File: src/rtl/gdau_pkg.sv
// Shared types, constants and calendar helper functions for the date arithmetic unit.
package gdau_pkg;

    localparam int unsigned DAY_W   = 5;
    localparam int unsigned MONTH_W = 4;
    localparam int unsigned YEAR_W  = 14;
    localparam int unsigned OP_W    = 3;
    localparam int unsigned WDAY_W  = 3;
    localparam int unsigned STAT_W  = 2;
    localparam int unsigned QUOT_W  = 8;

    localparam logic [YEAR_W-1:0] YEAR_MAX = 14'd16383;

    localparam logic [12:0] DIV100_MUL   = 13'd5243;
    localparam int unsigned DIV100_SHIFT = 19;

    typedef enum logic [OP_W-1:0] {
        OP_WEEKDAY     = 3'd0,
        OP_NEXT_DAY    = 3'd1,
        OP_NEXT_MONTH  = 3'd2,
        OP_NEXT_YEAR   = 3'd3,
        OP_NEXT_MONDAY = 3'd4
    } opcode_t;

    typedef enum logic [STAT_W-1:0] {
        ST_OK       = 2'd0,
        ST_INVALID  = 2'd1,
        ST_OVERFLOW = 2'd2
    } status_t;

    localparam logic [4:0] MONTH_LEN [12] = '{
        5'd31, 5'd28, 5'd31, 5'd30, 5'd31, 5'd30,
        5'd31, 5'd31, 5'd30, 5'd31, 5'd30, 5'd31
    };

    localparam logic [2:0] MONTH_SHIFT [12] = '{
        3'd0, 3'd3, 3'd3, 3'd6, 3'd1, 3'd4,
        3'd6, 3'd2, 3'd5, 3'd0, 3'd3, 3'd5
    };

    typedef struct packed {
        logic [OP_W-1:0]    op;
        logic [DAY_W-1:0]   day;
        logic [MONTH_W-1:0] month;
        logic [YEAR_W-1:0]  year;
        logic               leap_y;
        logic               leap_n;
        logic [DAY_W-1:0]   mlen;
        logic               valid;
        logic [WDAY_W-1:0]  wday;
    } date_info_t;

    typedef struct packed {
        logic [DAY_W-1:0]   day;
        logic [MONTH_W-1:0] month;
        logic [YEAR_W-1:0]  year;
        logic [WDAY_W-1:0]  wday;
        logic [STAT_W-1:0]  status;
    } date_result_t;

    function automatic logic [DAY_W-1:0] days_in(input logic [MONTH_W-1:0] m,
                                                 input logic leap);
        logic [DAY_W-1:0] len;
        len = 5'd31;
        if (m == 4'd2) begin
            len = leap ? 5'd29 : 5'd28;
        end else if (m >= 4'd1 && m <= 4'd12) begin
            len = MONTH_LEN[m - 4'd1];
        end
        return len;
    endfunction

    function automatic logic [2:0] month_shift(input logic [MONTH_W-1:0] m);
        logic [2:0] s;
        s = 3'd0;
        if (m >= 4'd1 && m <= 4'd12) begin
            s = MONTH_SHIFT[m - 4'd1];
        end
        return s;
    endfunction

    // fold octal digits, since 8 is 1 modulo 7
    function automatic logic [2:0] mod7(input logic [15:0] x);
        logic [5:0] f1;
        logic [3:0] f2;
        logic [3:0] r;
        f1 = 6'(x[2:0]) + 6'(x[5:3]) + 6'(x[8:6]) + 6'(x[11:9]) + 6'(x[14:12])
             + 6'(x[15]);
        f2 = 4'(f1[2:0]) + 4'(f1[5:3]);
        r  = (f2 >= 4'd7) ? (f2 - 4'd7) : f2;
        return r[2:0];
    endfunction

    function automatic logic [QUOT_W-1:0] div100(input logic [YEAR_W:0] x);
        logic [27:0] prod;
        prod = 28'(x) * 28'(DIV100_MUL);
        return prod[DIV100_SHIFT +: QUOT_W];
    endfunction

endpackage

File: src/rtl/gdau_next_date.sv
// Result date selection: next day, next month, next year, next Monday, with status.
module gdau_next_date (
    input  gdau_pkg::date_info_t   info,
    output gdau_pkg::date_result_t res
);

    logic [3:0]                      add;
    logic [5:0]                      sum;
    logic [gdau_pkg::MONTH_W-1:0]    nm;
    logic                            wrap;
    logic [gdau_pkg::DAY_W-1:0]      lim;
    logic                            inc;
    logic [gdau_pkg::DAY_W-1:0]      rd;
    logic [gdau_pkg::MONTH_W-1:0]    rm;

    assign add  = (info.op == gdau_pkg::OP_NEXT_DAY || info.wday == 3'd0) ?
                  4'd1 : (4'd8 - 4'(info.wday));
    assign sum  = 6'(info.day) + 6'(add);
    assign wrap = (info.month == 4'd12);
    assign nm   = wrap ? 4'd1 : (info.month + 4'd1);
    assign lim  = gdau_pkg::days_in(nm, info.leap_y);

    always_comb begin
        rd  = info.day;
        rm  = info.month;
        inc = 1'b0;
        case (info.op)
            gdau_pkg::OP_NEXT_DAY, gdau_pkg::OP_NEXT_MONDAY: begin
                if (sum > 6'(info.mlen)) begin
                    rd  = 5'(sum - 6'(info.mlen));
                    rm  = nm;
                    inc = wrap;
                end else begin
                    rd = sum[4:0];
                end
            end
            gdau_pkg::OP_NEXT_MONTH: begin
                rm  = nm;
                inc = wrap;
                if (info.day > lim) begin
                    rd = lim;
                end
            end
            gdau_pkg::OP_NEXT_YEAR: begin
                inc = 1'b1;
                if (info.month == 4'd2 && info.day == 5'd29 && !info.leap_n) begin
                    rd = 5'd1;
                    rm = 4'd3;
                end
            end
            default: begin
            end
        endcase

        res.day    = rd;
        res.month  = rm;
        res.year   = info.year + 14'(inc);
        res.wday   = info.wday;
        res.status = gdau_pkg::ST_OK;
        if (!info.valid) begin
            res.day    = info.day;
            res.month  = info.month;
            res.year   = info.year;
            res.wday   = 3'd0;
            res.status = gdau_pkg::ST_INVALID;
        end else if (inc && info.year == gdau_pkg::YEAR_MAX) begin
            res.day    = info.day;
            res.month  = info.month;
            res.year   = info.year;
            res.status = gdau_pkg::ST_OVERFLOW;
        end
    end

endmodule

File: src/rtl/gregorian_date_arithmetic_unit_core.sv
// Top level of the Gregorian date arithmetic unit: four-stage date pipeline.
//
//  channel | direction | handshake          | payload
//  s_      | in        | s_valid / s_ready  | s_opcode, s_in_day, s_in_month, s_in_year
//  m_      | out       | m_valid / m_ready  | m_out_day, m_out_month, m_out_year,
//          |           |                    | m_weekday, m_status
//
// One transaction per cycle while m_ready is high; m_valid follows stages a, b and c.
// Stages: year divides by 100 (multiply by reciprocal), leap and January 1st weekday,
// weekday of the date, result date into the output register.
// Each stage takes a new transaction when it is empty or its successor moves, so
// bubbles collapse and a stalled output still lets earlier stages fill.
// Synchronous active-low reset clears the valid bits only.
module gregorian_date_arithmetic_unit_core (
    input  logic                         aclk,
    input  logic                         aresetn,
    input  logic                         s_valid,
    output logic                         s_ready,
    input  logic [gdau_pkg::OP_W-1:0]    s_opcode,
    input  logic [gdau_pkg::DAY_W-1:0]   s_in_day,
    input  logic [gdau_pkg::MONTH_W-1:0] s_in_month,
    input  logic [gdau_pkg::YEAR_W-1:0]  s_in_year,
    output logic                         m_valid,
    input  logic                         m_ready,
    output logic [gdau_pkg::DAY_W-1:0]   m_out_day,
    output logic [gdau_pkg::MONTH_W-1:0] m_out_month,
    output logic [gdau_pkg::YEAR_W-1:0]  m_out_year,
    output logic [gdau_pkg::WDAY_W-1:0]  m_weekday,
    output logic [gdau_pkg::STAT_W-1:0]  m_status
);

    localparam int unsigned YW = gdau_pkg::YEAR_W;

    // stage a
    logic                          a_valid_reg;
    logic [gdau_pkg::OP_W-1:0]     a_op_reg;
    logic [gdau_pkg::DAY_W-1:0]    a_day_reg;
    logic [gdau_pkg::MONTH_W-1:0]  a_month_reg;
    logic [YW-1:0]                 a_year_reg;
    logic [gdau_pkg::QUOT_W-1:0]   a_qp_reg;
    logic [gdau_pkg::QUOT_W-1:0]   a_qy_reg;
    logic [gdau_pkg::QUOT_W-1:0]   a_qn_reg;

    // stage b
    logic                          b_valid_reg;
    gdau_pkg::date_info_t          b_info_reg;
    logic [2:0]                    b_jan1_reg;

    // stage c
    logic                          c_valid_reg;
    gdau_pkg::date_info_t          c_info_reg;

    // output stage
    logic                          m_valid_reg;
    gdau_pkg::date_result_t        m_res_reg;

    logic a_ready, b_ready, c_ready, d_ready;

    logic [YW-1:0]                 s_prev_year;
    logic [YW:0]                   s_next_year;

    logic [YW-1:0]                 a_prev;
    logic [YW:0]                   a_next;
    logic                          a_leap_y;
    logic                          a_leap_n;
    logic [gdau_pkg::DAY_W-1:0]    a_mlen;
    logic                          a_date_ok;
    logic [15:0]                   a_jan1_sum;
    gdau_pkg::date_info_t          b_info_next;

    logic [15:0]                   b_wsum;
    gdau_pkg::date_info_t          c_info_next;

    gdau_pkg::date_result_t        d_res_next;

    assign d_ready = !m_valid_reg || m_ready;
    assign c_ready = !c_valid_reg || d_ready;
    assign b_ready = !b_valid_reg || c_ready;
    assign a_ready = !a_valid_reg || b_ready;
    assign s_ready = a_ready;

    // stage a: quotients by 100 of year - 1, year, year + 1
    assign s_prev_year = s_in_year - 14'd1;
    assign s_next_year = (YW+1)'(s_in_year) + 15'd1;

    always_ff @(posedge aclk) begin
        if (!aresetn) begin
            a_valid_reg <= 1'b0;
        end else if (a_ready) begin
            a_valid_reg <= s_valid;
        end
        if (a_ready) begin
            a_op_reg    <= s_opcode;
            a_day_reg   <= s_in_day;
            a_month_reg <= s_in_month;
            a_year_reg  <= s_in_year;
            a_qp_reg    <= gdau_pkg::div100({1'b0, s_prev_year});
            a_qy_reg    <= gdau_pkg::div100({1'b0, s_in_year});
            a_qn_reg    <= gdau_pkg::div100(s_next_year);
        end
    end

    // stage b: leap years, validity, January 1st weekday
    assign a_prev   = a_year_reg - 14'd1;
    assign a_next   = (YW+1)'(a_year_reg) + 15'd1;
    assign a_leap_y = (a_year_reg[1:0] == 2'd0) &&
                      ((a_qy_reg == a_qp_reg) || (a_qy_reg[1:0] == 2'd0));
    assign a_leap_n = (a_next[1:0] == 2'd0) &&
                      ((a_qn_reg == a_qy_reg) || (a_qn_reg[1:0] == 2'd0));
    assign a_mlen   = gdau_pkg::days_in(a_month_reg, a_leap_y);
    assign a_date_ok = (a_month_reg >= 4'd1) && (a_month_reg <= 4'd12) &&
                       (a_year_reg != 14'd0) && (a_day_reg != 5'd0) &&
                       (a_day_reg <= a_mlen);
    assign a_jan1_sum = 16'(a_year_reg) + 16'(a_prev[YW-1:2]) - 16'(a_qp_reg)
                        + 16'(a_qp_reg[gdau_pkg::QUOT_W-1:2]);

    always_comb begin
        b_info_next.op     = a_op_reg;
        b_info_next.day    = a_day_reg;
        b_info_next.month  = a_month_reg;
        b_info_next.year   = a_year_reg;
        b_info_next.leap_y = a_leap_y;
        b_info_next.leap_n = a_leap_n;
        b_info_next.mlen   = a_mlen;
        b_info_next.valid  = a_date_ok;
        b_info_next.wday   = 3'd0;
    end

    always_ff @(posedge aclk) begin
        if (!aresetn) begin
            b_valid_reg <= 1'b0;
        end else if (b_ready) begin
            b_valid_reg <= a_valid_reg;
        end
        if (b_ready) begin
            b_info_reg <= b_info_next;
            b_jan1_reg <= gdau_pkg::mod7(a_jan1_sum);
        end
    end

    // stage c: weekday of the input date
    assign b_wsum = 16'(b_jan1_reg) + 16'(gdau_pkg::month_shift(b_info_reg.month))
                    + 16'(b_info_reg.day) - 16'd1
                    + 16'((b_info_reg.month > 4'd2) && b_info_reg.leap_y);

    always_comb begin
        c_info_next      = b_info_reg;
        c_info_next.wday = b_info_reg.valid ? gdau_pkg::mod7(b_wsum) : 3'd0;
    end

    always_ff @(posedge aclk) begin
        if (!aresetn) begin
            c_valid_reg <= 1'b0;
        end else if (c_ready) begin
            c_valid_reg <= b_valid_reg;
        end
        if (c_ready) begin
            c_info_reg <= c_info_next;
        end
    end

    // output stage: result date
    gdau_next_date u_next_date (
        .info (c_info_reg),
        .res  (d_res_next)
    );

    always_ff @(posedge aclk) begin
        if (!aresetn) begin
            m_valid_reg <= 1'b0;
        end else if (d_ready) begin
            m_valid_reg <= c_valid_reg;
        end
        if (d_ready) begin
            m_res_reg <= d_res_next;
        end
    end

    assign m_valid     = m_valid_reg;
    assign m_out_day   = m_res_reg.day;
    assign m_out_month = m_res_reg.month;
    assign m_out_year  = m_res_reg.year;
    assign m_weekday   = m_res_reg.wday;
    assign m_status    = m_res_reg.status;

`ifndef NO_ASSERTIONS
    a_invalid_weekday: assert property (@(posedge aclk) disable iff (!aresetn)
        m_valid && m_status == gdau_pkg::ST_INVALID |-> m_weekday == 3'd0)
        else $error("invalid transaction carries a weekday");

    a_overflow_year: assert property (@(posedge aclk) disable iff (!aresetn)
        m_valid && m_status == gdau_pkg::ST_OVERFLOW |-> m_out_year == gdau_pkg::YEAR_MAX)
        else $error("overflow flagged below the last year");

    a_ok_date: assert property (@(posedge aclk) disable iff (!aresetn)
        m_valid && m_status == gdau_pkg::ST_OK |->
        m_out_month >= 4'd1 && m_out_month <= 4'd12 && m_out_day != 5'd0 &&
        m_out_year != 14'd0 && m_weekday <= 3'd6)
        else $error("result date out of range");

    a_full_stall: assert property (@(posedge aclk) disable iff (!aresetn)
        m_valid && !m_ready && a_valid_reg && b_valid_reg && c_valid_reg |-> !s_ready)
        else $error("input taken while the pipeline is full and stalled");

    a_stall_hold: assert property (@(posedge aclk) disable iff (!aresetn)
        c_valid_reg && !c_ready |=> c_valid_reg && $stable(c_info_reg))
        else $error("stalled stage lost its transaction");
`endif

endmodule
File: config.mk
export PLATFORM = sky130hd
export DESIGN_NAME = gregorian_date_arithmetic_unit_core
export DESIGN_NICKNAME = d
export VERILOG_FILES = /design/src/rtl/gdau_pkg.sv /design/src/rtl/gdau_next_date.sv /design/src/rtl/gregorian_date_arithmetic_unit_core.sv
export SDC_FILE = /design/constraint.sdc
export NUM_CORES = 1
export LEC_CHECK = 0
export BUFFER_PORTS_ARGS = -buffer_cell sky130_fd_sc_hd__buf_2
export CAP_MARGIN = 40
export CORE_MARGIN = 3
export CORE_UTILIZATION = 45
export CTS_BUF_LIST = sky130_fd_sc_hd__clkbuf_4 sky130_fd_sc_hd__clkbuf_8
export CTS_CLUSTER_SIZE = 40
export DETAILED_ROUTE_END_ITERATION = 10
export PLACE_DENSITY = 0.59
export SYNTH_ARGS = -nofsm -noshare
export SYNTH_HDL_FRONTEND = slang
export SYNTH_SLANG_ARGS = --single-unit
File: constraint.sdc
create_clock -name aclk -period 12.31 [get_ports aclk]
set_clock_uncertainty 0.05 [all_clocks]
set_input_delay 0.6155 -clock aclk [delete_from_list [all_inputs] [get_ports aclk]]
set_output_delay 0.6155 -clock aclk [all_outputs]
set_load 0.01 [all_outputs]
==> results.toml <==
[logic_synthesis]
async_flop_share_pct = 0
ys_seq_area_share_pct = 22.8
ys_types = 66
synthDominantCellAreaShare_pct = 25.2
netlist_top_cells_area = "ha_1 25%, fa_1 23%, edfxtp_1 22%"
ys_seq_elements = 150
yosysTopAreaCell = "ha_1"
synth-edff-count = 146
ys.flop_type = "edfxtp_1"
synthCells = 1850
synth.cell_area_um2 = 19600
synth_area_per_cell_um2 = 10.6
yosysWarningCount = 0
synth_nets = 2499

[timing]
worst_pin_slew_ns = 0.877
finalSetupViolations = 0
hold_violations = 0
fin_tns_setup_ns = 0
slew_violations = 0
timing.final.crit_period_ns = 7.89
timing.final.crit_share_pct = 64.1
max_slew_margin_pct = 41.1
fmax_ghz = 0.127
rsz0062_at_grt = "no"

[grt]
grtUsageTotal_pct = 17.3
grt-ovfl-total = 0
grt_pass1_wl_um = 65000
grt_pass1_vias = 13300
grt_max_degree = 35
antenna_found_initial = 1

[clock_tree]
postCtsSetupBuffers = 0
cts-root-buf = "clkbuf_8"
htree_levels = 4
clk_latency_ns = 0.44
cts_buffer_depth = 2
cts_resized = 0
clkSlewWorstSetupHoldPaths_ns = 0.10
numCtsBuffers = 17
cts_hold_buffers = 0
cts_sinks = 150
cts_tree = "done"

[hold_path]
holdCritPathClass = "in2reg"
hold_start = "s_in_day[4]"

[cells_and_area]
n_antenna_cell = 0
final_cells = 2526
postLayoutCoreUtil_pct = 49.7
area_growth_syn_to_layout_pct = 7.86
largest_register_ffs = 34
nFillCells = 3947
final_nets = 2585
drive_above_1_share_pct = 6.72

[detailed_routing]
drt_wl_total_um = 38300
num_vias = 12500
drcViolationCount = 0
dr.pass1.iters = 5
drt_iter0_markers = 475
drtAntennaViolNets = 0
post_drt_wl_per_cell_um = 15.1
viasPerCell = 4.95

[place]
portBuffers = 59
numPlacedInstances = 2494
hpwl_um = 33800
gp_congestion = 0.891

[floorplan]
io_pins = 60
die_w_um = 215
core_area_um2 = 42500
die_h_um = 215
std_cell_rows = 75
die-area_um2 = 46100
start_util_pct = 46.1

[setup_path]
worst_path_largest_cell_delay_ns = 0.56
path_max_fanout = 6
crit_arrival_ns = 8.05
path_common_cell = "fa_1"
required_ns = 12.47
startpoint_type = "register"
crit_path_top_delay_cell = "or4_4"
crit_type = "reg2reg"
reg2reg_from = "a_year_reg[1]$_DFFE_PP_"
end_kind = "register"
startpoint = "a_year_reg[1]$_DFFE_PP_"

[status]
status = "finished clean"

[run]
max_cap_viol_count = 0
==> cells by family (layout without fill, tap and decap cells) <==
| logic type | Yosys count | after routing | synth area share, % |
|---|---|---|---|
| adders and majority gates | 619 | 619 | 48.2 |
| buffers and inverters | 466 | 565 | 8.94 |
| and+or+nand+nor | 258 | 258 | 6.74 |
| xor gates and xnor gates | 131 | 131 | 5.86 |
| muxes | 8 | 8 | 0.428 |
| AOI/OAI and AO/OA | 218 | 218 | 7.09 |
| DFF | 150 | 150 | 22.8 |
==> metrics by stage <==
step | hold slack [ns] | setup WS (ns) | cell area (um2)
global route | 0.261 | 3.98 | 21100
detailed placement | 0.355 | 4.41 | 20700
CTS | 0.261 | 4.39 | 21100
finish | 0.299 | 4.42 | 21100
floorplan | 0.350 | 4.84 | 19600
global placement | 0.351 | 4.57 | 20600
==> synthesized netlist by cell type (all sizes together) (2+ instances only) <==
library cell,number
inv,458
ha,394
fa,225
edfxtp,146
xnor2,98
nand2,67
a21oi,65
nor2,51
o21ai,48
xor2,33
nand3,30
a21o,21
nor3,19
nand4,16
and3,15
and2,12
nor2b,12
a31oi,10
a21boi,9
nand2b,9
o211ai,8
o21bai,7
or2,7
a211oi,6
clkbuf,6
o22ai,6
mux2i,5
o31ai,5
dfxtp,4
nand3b,4
o21a,4
or3,4
a2111oi,3
a211o,3
a22oi,3
and4,3
mux2,3
nor4,3
or4,3
a221o,2
a31o,2
buf,2
nor3b,2
o31a,2
==> metal layers <==
metal,share of wire (%),track usage [%],vias up
li1,-,-,6242
met4,1.8,3.86,2
met3,2.5,1.83,34
met5,0.034,0,-
met2,48,29.8,146
met1,48,23.7,6081
==> final timing paths <==
kind                              end  depth (start not counted)  slack [ns]
max           b_jan1_reg[1]$_DFFE_PP_                         28        4.42
min            a_day_reg[4]$_DFFE_PP_                          1        0.30
max reg2reg   b_jan1_reg[1]$_DFFE_PP_                         28        4.42
min reg2reg  b_info_reg[36]$_DFFE_PP_                          0        0.37
==> worst max-delay path: cells and delay by family (launching register included) <==
family,cells,cell delay [ns]
buf+inv,4,0.18
flops,1,0.48
mux,1,0.36
fa+ha+maj,10,3.72
xor+xnor,2,0.35
compound gates,6,1.10
simple gates,5,1.40
==> cell usage in the layout (no fill, tap or decap), types with 7 or more instances in the layout <==
master,Yosys,layout
a21o_1,21,21
xor2_1,33,33
a21boi_0,8,8
inv_1,458,458
ha_1,394,394
nor3_1,17,17
a31oi_1,10,10
clkbuf_8,0,17
edfxtp_1,146,146
nand2b_1,9,9
o21bai_1,7,7
or2_2,7,7
fa_1,225,225
o21ai_0,48,48
buf_4,0,14
nor2b_1,12,12
nor2_1,50,50
xnor2_1,98,98
and3_1,15,15
a21oi_1,65,65
and2_1,12,12
o211ai_1,8,8
nand3_1,30,30
buf_2,2,60
nand4_1,16,16
nand2_1,64,63
==> cell type report <==
| class | instances | area [um2] | share of cell area, % |
|---|---|---|---|
| clock buffer | 17 | 234 | 1.11 |
| clock inverter | 15 | 181 | 0.859 |
| inverter | 458 | 1720 | 8.14 |
| sequential | 150 | 4460 | 21.1 |
| multi-input combinational | 1234 | 13400 | 63.3 |
| tap | 577 | 722 | 3.42 |
| timing repair buffer | 75 | 433 | 2.05 |
Power is not shown: default switching activity piles up to over one toggle a cycle in this logic, so the estimate is an artifact.
